<file path="src/gtsa_pkg.sv">
// Shared types and constants for the guaranteed-time-slot allocator.
// No dependencies; imported by every module of the block.
package gtsa_pkg;

  localparam int OWNER_W  = 16;
  localparam int LEN_W    = 4;
  localparam int TS_W     = 6;
  localparam int BASE_W   = 10;
  localparam int MINCAP_W = 16;
  localparam int ORDER_W  = 4;
  localparam int KIND_W   = 2;
  localparam int CFG_IDX_W  = 2;
  localparam int CFG_DATA_W = 16;
  localparam int PROD_W   = TS_W + BASE_W;
  localparam int SHIFT_W  = PROD_W + (2 ** ORDER_W) - 1;

  localparam int MAX_GRANTS_DEF = 7;

  // register indexes
  localparam logic [CFG_IDX_W-1:0] REG_TOTAL_SLOTS   = 2'd0;
  localparam logic [CFG_IDX_W-1:0] REG_BASE_SLOT_DUR = 2'd1;
  localparam logic [CFG_IDX_W-1:0] REG_MIN_CAP       = 2'd2;
  localparam logic [CFG_IDX_W-1:0] REG_SF_ORDER      = 2'd3;

  localparam logic [TS_W-1:0]     RST_TOTAL_SLOTS = 6'd16;
  localparam logic [BASE_W-1:0]   RST_BASE_SLOT   = 10'd60;
  localparam logic [MINCAP_W-1:0] RST_MIN_CAP     = 16'd440;
  localparam logic [ORDER_W-1:0]  RST_SF_ORDER    = 4'd0;

  localparam logic FUNC_REQUEST = 1'b0;
  localparam logic FUNC_BEACON  = 1'b1;

  localparam logic [KIND_W-1:0] KIND_ANSWER = 2'd0;
  localparam logic [KIND_W-1:0] KIND_ENTRY  = 2'd1;
  localparam logic [KIND_W-1:0] KIND_CLOSE  = 2'd2;

  typedef struct packed {
    logic init;
    logic req_step;
    logic req_mul;
    logic req_decide;
    logic bcn_emit;
    logic bcn_close;
  } gtsa_cmd_t;

  typedef struct packed {
    logic scan_done;
    logic bcn_fits;
  } gtsa_stat_t;

endpackage

</file>
<file path="src/gts_slot_allocator.sv">
// Channel   | handshake          | payload
// ----------+--------------------+----------------------------------------------
// request   | start / busy       | func, source_id, request_length
// result    | result_valid       | kind, granted_length, entry_owner, entry_length,
//           |  (one-cycle beat)  |   entry_start, cap_length, list_cleared, last
// config    | cfg_we             | cfg_index, cfg_data
//
// A request gets a single answer beat; a beacon gives grant_count + 1 beats (fewer
// on a corrupt table), one per cycle. Both walk the grant table one entry per cycle
// on its single read port. busy drops with the final beat, so the next item can be
// taken in the cycle that beat is shown. Synchronous reset empties the table and
// restores the registers. The result side has no back-pressure.
module gts_slot_allocator
  import gtsa_pkg::*;
#(
  parameter int MAX_GRANTS = MAX_GRANTS_DEF
) (
  input  logic                  clk,
  input  logic                  rst,
  input  logic                  start,
  output logic                  busy,
  input  logic                  func,
  input  logic [OWNER_W-1:0]    source_id,
  input  logic [LEN_W-1:0]      request_length,
  input  logic                  cfg_we,
  input  logic [CFG_IDX_W-1:0]  cfg_index,
  input  logic [CFG_DATA_W-1:0] cfg_data,
  output logic                  result_valid,
  output logic [KIND_W-1:0]     kind,
  output logic [LEN_W-1:0]      granted_length,
  output logic [OWNER_W-1:0]    entry_owner,
  output logic [LEN_W-1:0]      entry_length,
  output logic [TS_W-1:0]       entry_start,
  output logic [TS_W-1:0]       cap_length,
  output logic                  list_cleared,
  output logic                  last
);

  logic [TS_W-1:0]     total_slots;
  logic [BASE_W-1:0]   base_slot_duration;
  logic [MINCAP_W-1:0] min_cap_length;
  logic [ORDER_W-1:0]  superframe_order;
  gtsa_cmd_t           cmd;
  gtsa_stat_t          stat;

  gtsa_regs u_regs (
    .clk                (clk),
    .rst                (rst),
    .cfg_we             (cfg_we),
    .cfg_index          (cfg_index),
    .cfg_data           (cfg_data),
    .total_slots        (total_slots),
    .base_slot_duration (base_slot_duration),
    .min_cap_length     (min_cap_length),
    .superframe_order   (superframe_order)
  );

  gtsa_ctrl u_ctrl (
    .clk   (clk),
    .rst   (rst),
    .start (start),
    .func  (func),
    .stat  (stat),
    .cmd   (cmd),
    .busy  (busy)
  );

  gtsa_dp #(
    .MAX_GRANTS (MAX_GRANTS)
  ) u_dp (
    .clk                (clk),
    .rst                (rst),
    .cmd                (cmd),
    .stat               (stat),
    .source_id          (source_id),
    .request_length     (request_length),
    .total_slots        (total_slots),
    .base_slot_duration (base_slot_duration),
    .min_cap_length     (min_cap_length),
    .superframe_order   (superframe_order),
    .result_valid       (result_valid),
    .kind               (kind),
    .granted_length     (granted_length),
    .entry_owner        (entry_owner),
    .entry_length       (entry_length),
    .entry_start        (entry_start),
    .cap_length         (cap_length),
    .list_cleared       (list_cleared),
    .last               (last)
  );

endmodule

</file>
<file path="src/gtsa_regs.sv">
// Configuration registers of the slot allocator.
// Depends on gtsa_pkg for widths, indexes and reset values.
module gtsa_regs
  import gtsa_pkg::*;
(
  input  logic                  clk,
  input  logic                  rst,
  input  logic                  cfg_we,
  input  logic [CFG_IDX_W-1:0]  cfg_index,
  input  logic [CFG_DATA_W-1:0] cfg_data,
  output logic [TS_W-1:0]       total_slots,
  output logic [BASE_W-1:0]     base_slot_duration,
  output logic [MINCAP_W-1:0]   min_cap_length,
  output logic [ORDER_W-1:0]    superframe_order
);

  always_ff @(posedge clk) begin
    if (rst) begin
      total_slots        <= RST_TOTAL_SLOTS;
      base_slot_duration <= RST_BASE_SLOT;
      min_cap_length     <= RST_MIN_CAP;
      superframe_order   <= RST_SF_ORDER;
    end else if (cfg_we) begin
      unique case (cfg_index)
        REG_TOTAL_SLOTS:   total_slots        <= cfg_data[TS_W-1:0];
        REG_BASE_SLOT_DUR: base_slot_duration <= cfg_data[BASE_W-1:0];
        REG_MIN_CAP:       min_cap_length     <= cfg_data[MINCAP_W-1:0];
        REG_SF_ORDER:      superframe_order   <= cfg_data[ORDER_W-1:0];
        default: ;
      endcase
    end
  end

endmodule

</file>
<file path="src/gtsa_ctrl.sv">
// Sequencer for the slot allocator: walks the grant table via datapath commands.
// Depends on gtsa_pkg for the command and status structs.
module gtsa_ctrl
  import gtsa_pkg::*;
(
  input  logic       clk,
  input  logic       rst,
  input  logic       start,
  input  logic       func,
  input  gtsa_stat_t stat,
  output gtsa_cmd_t  cmd,
  output logic       busy
);

  localparam logic [1:0] ST_IDLE     = 2'd0;
  localparam logic [1:0] ST_REQ_SCAN = 2'd1;
  localparam logic [1:0] ST_REQ_DEC  = 2'd2;
  localparam logic [1:0] ST_BCN_SCAN = 2'd3;

  logic [1:0] state, state_next;

  always_ff @(posedge clk) begin
    if (rst) begin
      state <= ST_IDLE;
    end else begin
      state <= state_next;
    end
  end

  always_comb begin
    state_next = state;
    cmd        = '0;
    unique case (state)
      ST_IDLE: begin
        if (start) begin
          cmd.init   = 1'b1;
          state_next = (func == FUNC_BEACON) ? ST_BCN_SCAN : ST_REQ_SCAN;
        end
      end
      ST_REQ_SCAN: begin
        if (stat.scan_done) begin
          cmd.req_mul = 1'b1;
          state_next  = ST_REQ_DEC;
        end else begin
          cmd.req_step = 1'b1;
        end
      end
      ST_REQ_DEC: begin
        cmd.req_decide = 1'b1;
        state_next     = ST_IDLE;
      end
      ST_BCN_SCAN: begin
        // an entry that does not fit ends the walk: close with the table cleared
        if (stat.scan_done || !stat.bcn_fits) begin
          cmd.bcn_close = 1'b1;
          state_next    = ST_IDLE;
        end else begin
          cmd.bcn_emit = 1'b1;
        end
      end
      default: state_next = ST_IDLE;
    endcase
  end

  assign busy = (state != ST_IDLE);

endmodule

</file>
<file path="src/gtsa_dp.sv">
// Datapath of the slot allocator: grant table, scan pointers, CAP arithmetic, result register.
// Depends on gtsa_pkg; driven by gtsa_ctrl commands.
module gtsa_dp
  import gtsa_pkg::*;
#(
  parameter int MAX_GRANTS = MAX_GRANTS_DEF
) (
  input  logic                clk,
  input  logic                rst,
  input  gtsa_cmd_t           cmd,
  output gtsa_stat_t          stat,
  input  logic [OWNER_W-1:0]  source_id,
  input  logic [LEN_W-1:0]    request_length,
  input  logic [TS_W-1:0]     total_slots,
  input  logic [BASE_W-1:0]   base_slot_duration,
  input  logic [MINCAP_W-1:0] min_cap_length,
  input  logic [ORDER_W-1:0]  superframe_order,
  output logic                result_valid,
  output logic [KIND_W-1:0]   kind,
  output logic [LEN_W-1:0]    granted_length,
  output logic [OWNER_W-1:0]  entry_owner,
  output logic [LEN_W-1:0]    entry_length,
  output logic [TS_W-1:0]     entry_start,
  output logic [TS_W-1:0]     cap_length,
  output logic                list_cleared,
  output logic                last
);

  localparam int CNT_W = $clog2(MAX_GRANTS + 1);
  localparam int IDX_W = (MAX_GRANTS > 1) ? $clog2(MAX_GRANTS) : 1;
  localparam int CAP_W = LEN_W + CNT_W + 2;

  logic [OWNER_W-1:0] grant_owner [MAX_GRANTS];
  logic [LEN_W-1:0]   grant_length [MAX_GRANTS];
  logic [CNT_W-1:0]   grant_count;

  logic [OWNER_W-1:0] src;
  logic [LEN_W-1:0]   req;
  logic [CNT_W-1:0]   rd, wr;
  logic signed [CAP_W-1:0] cap;
  logic               hit;
  logic               neg;
  logic [PROD_W-1:0]  prod;

  logic [OWNER_W-1:0] rd_owner;
  logic [LEN_W-1:0]   rd_len;
  logic               owner_match, do_copy, do_sub;
  logic signed [CAP_W-1:0] diff;
  logic [SHIFT_W-1:0] need;
  logic               refuse;
  logic [TS_W-1:0]    cap_u, cap_after;

  logic               tbl_we;
  logic [IDX_W-1:0]   tbl_wa;
  logic [OWNER_W-1:0] tbl_wowner;
  logic [LEN_W-1:0]   tbl_wlen;

  assign rd_owner = grant_owner[rd[IDX_W-1:0]];
  assign rd_len   = grant_length[rd[IDX_W-1:0]];

  assign stat.scan_done = (rd == grant_count);
  assign cap_u          = cap[TS_W-1:0];
  assign stat.bcn_fits  = (cap_u > TS_W'(rd_len));
  assign cap_after      = cap_u - TS_W'(rd_len);

  // request walk: a matching owner with the same length keeps everything after it
  assign owner_match = (rd_owner == src);
  assign do_copy     = hit || !owner_match || (rd_len == req);
  assign do_sub      = !hit && !owner_match;

  assign diff   = cap - $signed({{(CAP_W-LEN_W){1'b0}}, req});
  assign need   = SHIFT_W'(prod) << superframe_order;
  assign refuse = neg || (need < SHIFT_W'(min_cap_length)) || (wr >= CNT_W'(MAX_GRANTS));

  always_comb begin
    tbl_we     = 1'b0;
    tbl_wa     = wr[IDX_W-1:0];
    tbl_wowner = rd_owner;
    tbl_wlen   = rd_len;
    if (cmd.req_step) begin
      tbl_we = do_copy;
    end else if (cmd.req_decide) begin
      tbl_we     = !hit && !refuse;
      tbl_wowner = src;
      tbl_wlen   = req;
    end
  end

  always_ff @(posedge clk) begin
    if (tbl_we) begin
      grant_owner[tbl_wa]  <= tbl_wowner;
      grant_length[tbl_wa] <= tbl_wlen;
    end
  end

  always_ff @(posedge clk) begin
    if (rst) begin
      grant_count <= '0;
    end else if (cmd.req_decide) begin
      grant_count <= (!hit && !refuse) ? wr + 1'b1 : wr;
    end else if (cmd.bcn_close && !stat.scan_done) begin
      grant_count <= '0;
    end
  end

  always_ff @(posedge clk) begin
    if (cmd.init) begin
      src <= source_id;
      req <= request_length;
      rd  <= '0;
      wr  <= '0;
      hit <= 1'b0;
      cap <= $signed({{(CAP_W-TS_W){1'b0}}, total_slots});
    end
    if (cmd.req_step) begin
      rd <= rd + 1'b1;
      if (do_copy) wr <= wr + 1'b1;
      if (do_sub) cap <= cap - $signed({{(CAP_W-LEN_W){1'b0}}, rd_len});
      if (!hit && owner_match && rd_len == req) hit <= 1'b1;
    end
    if (cmd.req_mul) begin
      // diff is at most total_slots, so its low bits carry the whole positive value
      neg  <= diff[CAP_W-1];
      prod <= PROD_W'(diff[TS_W-1:0]) * PROD_W'(base_slot_duration);
    end
    if (cmd.bcn_emit) begin
      rd  <= rd + 1'b1;
      cap <= $signed({{(CAP_W-TS_W){1'b0}}, cap_after});
    end
  end

  always_ff @(posedge clk) begin
    if (rst) begin
      result_valid <= 1'b0;
    end else begin
      result_valid <= cmd.req_decide || cmd.bcn_emit || cmd.bcn_close;
    end
  end

  always_ff @(posedge clk) begin
    if (cmd.req_decide) begin
      kind           <= KIND_ANSWER;
      granted_length <= (hit || !refuse) ? req : '0;
      entry_owner    <= '0;
      entry_length   <= '0;
      entry_start    <= '0;
      cap_length     <= '0;
      list_cleared   <= 1'b0;
      last           <= 1'b1;
    end else if (cmd.bcn_emit) begin
      kind           <= KIND_ENTRY;
      granted_length <= '0;
      entry_owner    <= rd_owner;
      entry_length   <= rd_len;
      entry_start    <= cap_after + 1'b1;
      cap_length     <= '0;
      list_cleared   <= 1'b0;
      last           <= 1'b0;
    end else if (cmd.bcn_close) begin
      kind           <= KIND_CLOSE;
      granted_length <= '0;
      entry_owner    <= '0;
      entry_length   <= '0;
      entry_start    <= '0;
      cap_length     <= stat.scan_done ? cap_u : total_slots;
      list_cleared   <= !stat.scan_done;
      last           <= 1'b1;
    end
  end

endmodule

</file>
<file path="config.mk">
export PLATFORM = sky130hd
export DESIGN_NAME = gts_slot_allocator
export DESIGN_NICKNAME = d
export VERILOG_FILES = /design/src/gtsa_pkg.sv /design/src/gts_slot_allocator.sv /design/src/gtsa_regs.sv /design/src/gtsa_ctrl.sv /design/src/gtsa_dp.sv
export SDC_FILE = /design/constraint.sdc
export NUM_CORES = 1
export LEC_CHECK = 0
export ABC_AREA = 1
export ABC_CLOCK_PERIOD_IN_PS = 15600
export BUFFER_PORTS_ARGS = -buffer_cell sky130_fd_sc_hd__buf_2
export CORE_MARGIN = 2
export CORE_UTILIZATION = 45
export CTS_CLUSTER_DIAMETER = 150
export DETAILED_ROUTE_END_ITERATION = 8
export PLACE_DENSITY = 0.74
export REMOVE_ABC_BUFFERS = 1
export SYNTH_ARGS = -nofsm -noshare
export SYNTH_HDL_FRONTEND = slang
export SYNTH_SLANG_ARGS = --single-unit
</file>
<file path="constraint.sdc">
create_clock -name clk -period 15.6 [get_ports clk]
set_input_delay 3.12 -clock clk [delete_from_list [all_inputs] [get_ports clk]]
set_output_delay 3.12 -clock clk [all_outputs]
set_load 0.01 [all_outputs]
</file>
# Word-level counts from Yosys, hierarchy flattened
# Memories as Yosys holds them, arrays and structs flattened. A register that Yosys moved wholly into a read port is not among the register bits.
# Index checks and enable logic that the tools add are counted.
[classes]
mul = 1
n_reduce_logical = 31
n_mux = 54
n_addsub = 6
magnitude_cmp = 3
eq_ne = 12
shifts = 1
[ops]
columns = ["op", "count"]
rows = [
  ["$mux W16", 4],
  ["$mux W3", 11],
  ["$lt A31 B16 Y1", 1],
  ["$shl A16 B4 Y31", 1],
  ["$mux W4", 7],
  ["$mux W9", 3],
  ["$mux W6", 4],
  ["$mux W1", 18],
  ["$sub A9 B5 Y9", 2],
  ["$eq A16 B16 Y1", 1],
  ["$mul A6 B10 Y16", 1],
  ["$mux W2", 6],
  ["$eq A2 B2 Y1 const B", 4],
  ["$logic_or A1 B1 Y1", 8],
  ["$pmux W2 S4", 1],
  ["$reduce_and A2 Y1", 4],
  ["$add A3 B1 Y3 const B", 2],
  ["$add A6 B1 Y6 const B", 1],
  ["$gt A6 B4 Y1", 1],
  ["$reduce_bool A2 Y1", 3],
  ["$reduce_bool A3 Y1", 2],
  ["$sub A6 B4 Y6", 1],
  ["$logic_and A1 B1 Y1", 5],
  ["$logic_not A1 Y1", 5],
  ["other kinds (9)", 12],
]
[word_totals]
out_inout_bits = 42
ram_bits = 140
n_memories = 2
register_bits = 135
in_bits = 43
wordCells = 135
[mem_list]
columns = ["memory", "words", "word_bits", "rd", "rd_ports_with_merged_regs", "wr", "line_no", "source"]
rows = [
  ["u_dp.grant_owner", 7, 16, 1, 1, 1, "gtsa_dp.sv:33", "logic [OWNER_W-1:0] grant_owner [MAX_GRANTS];"],
  ["u_dp.grant_length", 7, 4, 1, 1, 1, "gtsa_dp.sv:34", "logic [LEN_W-1:0] grant_length [MAX_GRANTS];"],
]

# Longest topological paths before layout
[depth]
word_depth = 10
ltp_mapped = 26
depth_no_buf = 26

# Cells and area by module
# From an unflattened synthesis, not the netlist that was laid out.
[unflattened]
hier_cells = 1662
area_unflattened_um2 = 14661.6
[by_module_without_submodules]
columns = ["module", "area_per_inst_um2", "seq_area_each_um2", "cells_each", "n_inst"]
rows = [
  ["gtsa_dp", 13036.3, 6646.4, 1422, 1],
  ["gtsa_regs", 1480.2, 720.7, 216, 1],
  ["gtsa_ctrl", 145.1, 40.0, 24, 1],
]

# Worst setup path before layout
# No wires, ideal clock.
[synth_timing]
path_kind = "register to register"
startpoint = "register u_dp.req[2]"
endpoint = "register u_dp.prod[14] (data pin)"
period_less_slack_ns = 4.946
n_path_buf = 0
stages_incl_launch_ff = 26
path_slack_ns = 10.654
required_time_ns = 15.343
setup_time_ns = 0.257
t_arrival_ns = 4.688
cell_sequence = "edfxtp_1 -> inv_1 -> ha_1 -> a21oi_1 -> nand2_1 -> a211o_1 -> xor2_1 -> inv_1 -> nor2_1 -> fa_1 -> inv_1 -> fa_1 -> fa_1 -> inv_1 -> ha_1 -> a21oi_1 -> o21ai_0 -> a21oi_1 -> nor2_1 -> o21ai_0 -> nand2_1 -> nand2_1 -> inv_1 -> o21ai_0 -> nand2_1 -> xor2_1"
[synth_between]
elab_chain_len = 2
[synth_lines]
columns = ["item", "line_no", "source"]
rows = [
  ["start: declaration", "gtsa_dp.sv:38", "logic [LEN_W-1:0] req;"],
  ["start signal: assignment", "gtsa_dp.sv:109", "req <= request_length;"],
  ["$sub A9 B5 Y9", "gtsa_dp.sv:71", "assign diff = cap - $signed({{(CAP_W-LEN_W){1'b0}}, req});"],
  ["$mul A6 B10 Y16", "gtsa_dp.sv:124", "prod <= PROD_W'(diff[TS_W-1:0]) * PROD_W'(base_slot_duration);"],
  ["end signal: assignment", "gtsa_dp.sv:124", ""],
  ["end: declaration", "gtsa_dp.sv:43", "logic [PROD_W-1:0] prod;"],
]
# No other way between the ends.
# A chain may end at the register's enable or synchronous reset.

# Worst setup path in the final report
[layout_timing]
startpoint = "register u_dp.cap[0]"
endpoint = "register u_dp.prod[14] (data pin)"
[layout_between]
elab_chain_len = 2
[layout_lines]
columns = ["item", "line_no", "source"]
rows = [
  ["start: declaration", "gtsa_dp.sv:40", "logic signed [CAP_W-1:0] cap;"],
  ["start signal: assignment", "gtsa_dp.sv:113", "cap <= $signed({{(CAP_W-TS_W){1'b0}}, total_slots});"],
  ["start signal: assignment", "gtsa_dp.sv:118", "if (do_sub) cap <= cap - $signed({{(CAP_W-LEN_W){1'b0}}, rd_len});"],
  ["start signal: assignment", "gtsa_dp.sv:128", "cap <= $signed({{(CAP_W-TS_W){1'b0}}, cap_after});"],
  ["$sub A9 B5 Y9", "gtsa_dp.sv:71", ""],
  ["$mul A6 B10 Y16", "gtsa_dp.sv:124", ""],
]
# No other way between the ends.

==> reports/results.tsv <==
metric	value	unit
most area-hungry cell type in the Yosys netlist	sky130_fd_sc_hd__edfxtp_1	
clock tree root driver cell	sky130_fd_sc_hd__clkbuf_16	
number of H-tree branching levels	1	
top-area cell type share of the netlist area	38.6	%
endpoints failing hold	0	
met3 global-route usage	2.31	%
Gate Count Post-Synth	1584	
clock power share	17.6	%
peak supply drop	0.315	mV
detailed-route via count	10947	
share of total power in combinational logic	53.4	%
maximum number of pins on one net before global-route repair	64	
count of flip-flops with a built-in enable after synthesis	184	
number of antenna violations at the first check in global routing	0	
Rows	65	
total congestion overflow after global routing	0	
Final period util	34.5	%
cell internal pwr	2.28	mW
drt initial violations	879	
synth top area cells	sky130_fd_sc_hd__edfxtp_1 (39%), sky130_fd_sc_hd__dfxtp_1 (13%), sky130_fd_sc_hd__nand2_1 (11%)	
maximum clock insertion buffer count	3	
Antenna Diode Count	0	
iteration count of the initial detailed-routing pass	5	
Total Die Area	33300	um^2
sequential share of power	29.0	%
minimum clock period	5.38	ns
post-route core utilization	51.0	%
clock-pin slew on the worst setup and hold paths	0.06	ns
number of flip-flops and latches in the synthesized netlist	278	
endpoint kind of the worst setup timing path	flop	
combined area of all synthesized cells	14300	um^2
worst-path maximum fanout	8	
max-capacitance violation count	0	
clock insertion delay at the later pin of the skew report	0.54	ns
CTS tree	yes	
maximum clock frequency	186	MHz
fraction of final layout cells sized beyond drive strength 1	10.1	%
number of setup buffers added after CTS	0	
crit path launch type	flop	
global routing met2 resource utilization	31.8	%
Post-synth ARST share	0	%
wire length of the first global-routing pass	52.2	mm
starting utilization of the core area	45.5	%
total routed wirelength	32.8	mm
met1 Use GR	27.7	%
number of antenna-violating nets in the routed design	0	
result of the run	finished, final reports clean	
nets@finish	1777	
Worst EP arrival	5.67	ns
leading cell type in the layout, fill and taps excluded	sky130_fd_sc_hd__nand2_1	
HPWL after detailed placement	22.2	mm
IO buf count	84	
area growth from synthesis to layout	12.1	%
# IOs	85	
required time of the worst setup path	15.89	ns
Slew headroom	31.9	%
Num Clock Sinks	278	
number of distinct standard cells referenced by the synthesized netlist	46	
switching fraction of total power	43.1	%
actual slew at the worst max-slew pin	1.02	ns
detailed-route wire length per cell	15.9	um
P_leak	6.99	nW
clock buffer count from CTS	29	
worst clock skew	0.0165	ns
average size of a mapped cell	9.04	um^2
leading cell types in the layout, fill and taps excluded	sky130_fd_sc_hd__nand2_1 (431), sky130_fd_sc_hd__edfxtp_1 (184), sky130_fd_sc_hd__inv_1 (164)	
total routing usage reported by global routing	19.5	%
PwrDens	250	nW/um^2
setup repair after global routing missed its margin	false	
global placement routability congestion	0.894	
Yosys Warn Count	0	
Gates resized, CTS repair	0	
number of hold buffers added after CTS	0	
count of endpoints failing setup in the final report	0	
most common flop cell mapped by yosys	sky130_fd_sc_hd__edfxtp_1	
drt via density	5.28	
number of global-route vias before repair	10283	
Final Slew Violations	0	
most utilized layer in the global route result	met2	
type of the worst setup path	flop to flop	
number of remaining DRC errors	0	
Hold Path Class	flop to flop	
height of the die	182	um
net switching component of the power	1.73	mW
core box area	31500	um^2
DIE WIDTH	182	um
total negative setup slack	0	ns
Seq/Total Area, Yosys	51.7	%
==> flip-flops by register name, indices dropped and copies added (netlist names), 6 cells and up, named ones only <==
| signal | cells |
|---|---|
| u_dp.cap_length | 6 |
| u_regs.min_cap_length | 16 |
| u_dp.entry_owner | 16 |
| u_regs.base_slot_duration | 10 |
| u_regs.total_slots | 6 |
| u_dp.entry_start | 6 |
| u_dp.src | 16 |
| u_dp.grant_owner | 112 |
| u_dp.prod | 16 |
| u_dp.grant_length | 28 |
| u_dp.cap | 9 |
==> path summary, 6_finish.rpt <==
check,startpoint,cells past startpoint,to,slack [ns]
setup / recovery,u_dp.cap[0]$_DFF_P_,26,u_dp.prod[14]$_DFFE_PP_,10.22
hold / removal,u_dp.kind[1]$_SDFFE_PP0P_,2,u_dp.kind[1]$_SDFFE_PP0P_,0.45
setup reg to reg,u_dp.cap[0]$_DFF_P_,26,u_dp.prod[14]$_DFFE_PP_,10.22
hold reg to reg,u_dp.kind[1]$_SDFFE_PP0P_,2,u_dp.kind[1]$_SDFFE_PP0P_,0.45
==> synthesized netlist by cell type, types with 4 or more instances <==
library cell / n
sky130_fd_sc_hd__a21oi_1: 102
sky130_fd_sc_hd__buf_1: 4
sky130_fd_sc_hd__buf_2: 16
sky130_fd_sc_hd__buf_4: 7
sky130_fd_sc_hd__buf_6: 6
sky130_fd_sc_hd__clkbuf_1: 26
sky130_fd_sc_hd__dfxtp_1: 94
sky130_fd_sc_hd__edfxtp_1: 184
sky130_fd_sc_hd__fa_1: 35
sky130_fd_sc_hd__ha_1: 51
sky130_fd_sc_hd__inv_1: 164
sky130_fd_sc_hd__nand2_1: 431
sky130_fd_sc_hd__nand2_2: 4
sky130_fd_sc_hd__nand3_1: 105
sky130_fd_sc_hd__nand4_1: 12
sky130_fd_sc_hd__nor2_1: 114
sky130_fd_sc_hd__nor3_1: 4
sky130_fd_sc_hd__o211ai_1: 10
sky130_fd_sc_hd__o21ai_0: 114
sky130_fd_sc_hd__o21ai_1: 11
sky130_fd_sc_hd__or2_2: 5
sky130_fd_sc_hd__xnor2_1: 13
sky130_fd_sc_hd__xor2_1: 31
==> stage by stage <==
stage | hold slack [ns] | area (um^2) | cells | setup WS, ns | power [mW]
final | 0.451 | 16000 | 2072 | 10.22 | 4.01
after global routing | 0.471 | 16000 | 2072 | 9.79 | 4.36
after CTS | 0.453 | 16000 | 2072 | 10.23 | 4.02
after detailed placement | 0.437 | 15100 | 2019 | 10.25 | 3.30
after global placement | 0.437 | 15100 | 2019 | 10.38 | 3.23
after floorplan | 0.438 | 14000 | 1525 | 10.65 | 2.77
==> power by group through the flow <==
stage          combinational (mW)  sequential [mW]  clock (mW)
2_1_floorplan                1.56             1.21           0
3_3_place_gp                 2.06             1.17           0
3_5_place_dp                 2.13             1.18           0
4_1_cts                      2.15             1.16       0.713
5_1_grt                      2.44             1.18       0.743
6_report                     2.14             1.16       0.703
==> critical path, cell delays in order (launching register included) <==
cell                      delay (ns)
sky130_fd_sc_hd__dfxtp_1        0.29
sky130_fd_sc_hd__inv_1          0.12
sky130_fd_sc_hd__ha_1           0.16
sky130_fd_sc_hd__inv_1          0.06
sky130_fd_sc_hd__fa_1           0.41
sky130_fd_sc_hd__a21oi_1        0.19
sky130_fd_sc_hd__o21ba_2        0.17
sky130_fd_sc_hd__xor2_1         0.25
sky130_fd_sc_hd__inv_1          0.20
sky130_fd_sc_hd__nor2_1         0.17
sky130_fd_sc_hd__fa_1           0.43
sky130_fd_sc_hd__inv_1          0.09
sky130_fd_sc_hd__fa_1           0.42
sky130_fd_sc_hd__fa_1           0.54
sky130_fd_sc_hd__inv_1          0.04
sky130_fd_sc_hd__ha_1           0.36
sky130_fd_sc_hd__a21oi_1        0.21
sky130_fd_sc_hd__o21ai_0        0.10
sky130_fd_sc_hd__a21oi_1        0.19
sky130_fd_sc_hd__nor2_1         0.06
sky130_fd_sc_hd__o21ai_0        0.14
sky130_fd_sc_hd__nand2_1        0.08
sky130_fd_sc_hd__nand2_1        0.06
sky130_fd_sc_hd__inv_1          0.04
sky130_fd_sc_hd__o21ai_0        0.13
sky130_fd_sc_hd__nand2_1        0.08
sky130_fd_sc_hd__xor2_1         0.14
==> logic make-up after synthesis <==
group	count (synthesis)	share of synthesized area [%]
fa+ha+maj	86	9.35
mux	3	0.210
xor+xnor	44	2.69
simple gates	682	19.5
buf+inv	229	6.68
flops	278	51.7
compound gates	262	9.85
==> area by class of cell <==
cell class	count	area (um^2)
clock inverters	17	206
well taps	402	503
multi-input cells	1077	6040
clock buffers	36	762
fillers	2765	15400
inverters	170	643
flip-flops and latches	278	7410
repair buffers	92	480
==> routing by layer <==
metal / part of all wire (%) / vias to the layer above / wire length [um]
met4: 1.9 / 0 / 614
met2: 45 / 355 / 14900
met3: 5.8 / 42 / 1900
met5: 0 / - / 0
met1: 47 / 5162 / 15400
li1: - / 5388 / -
Note: power is estimated with default switching activity, not from simulation.
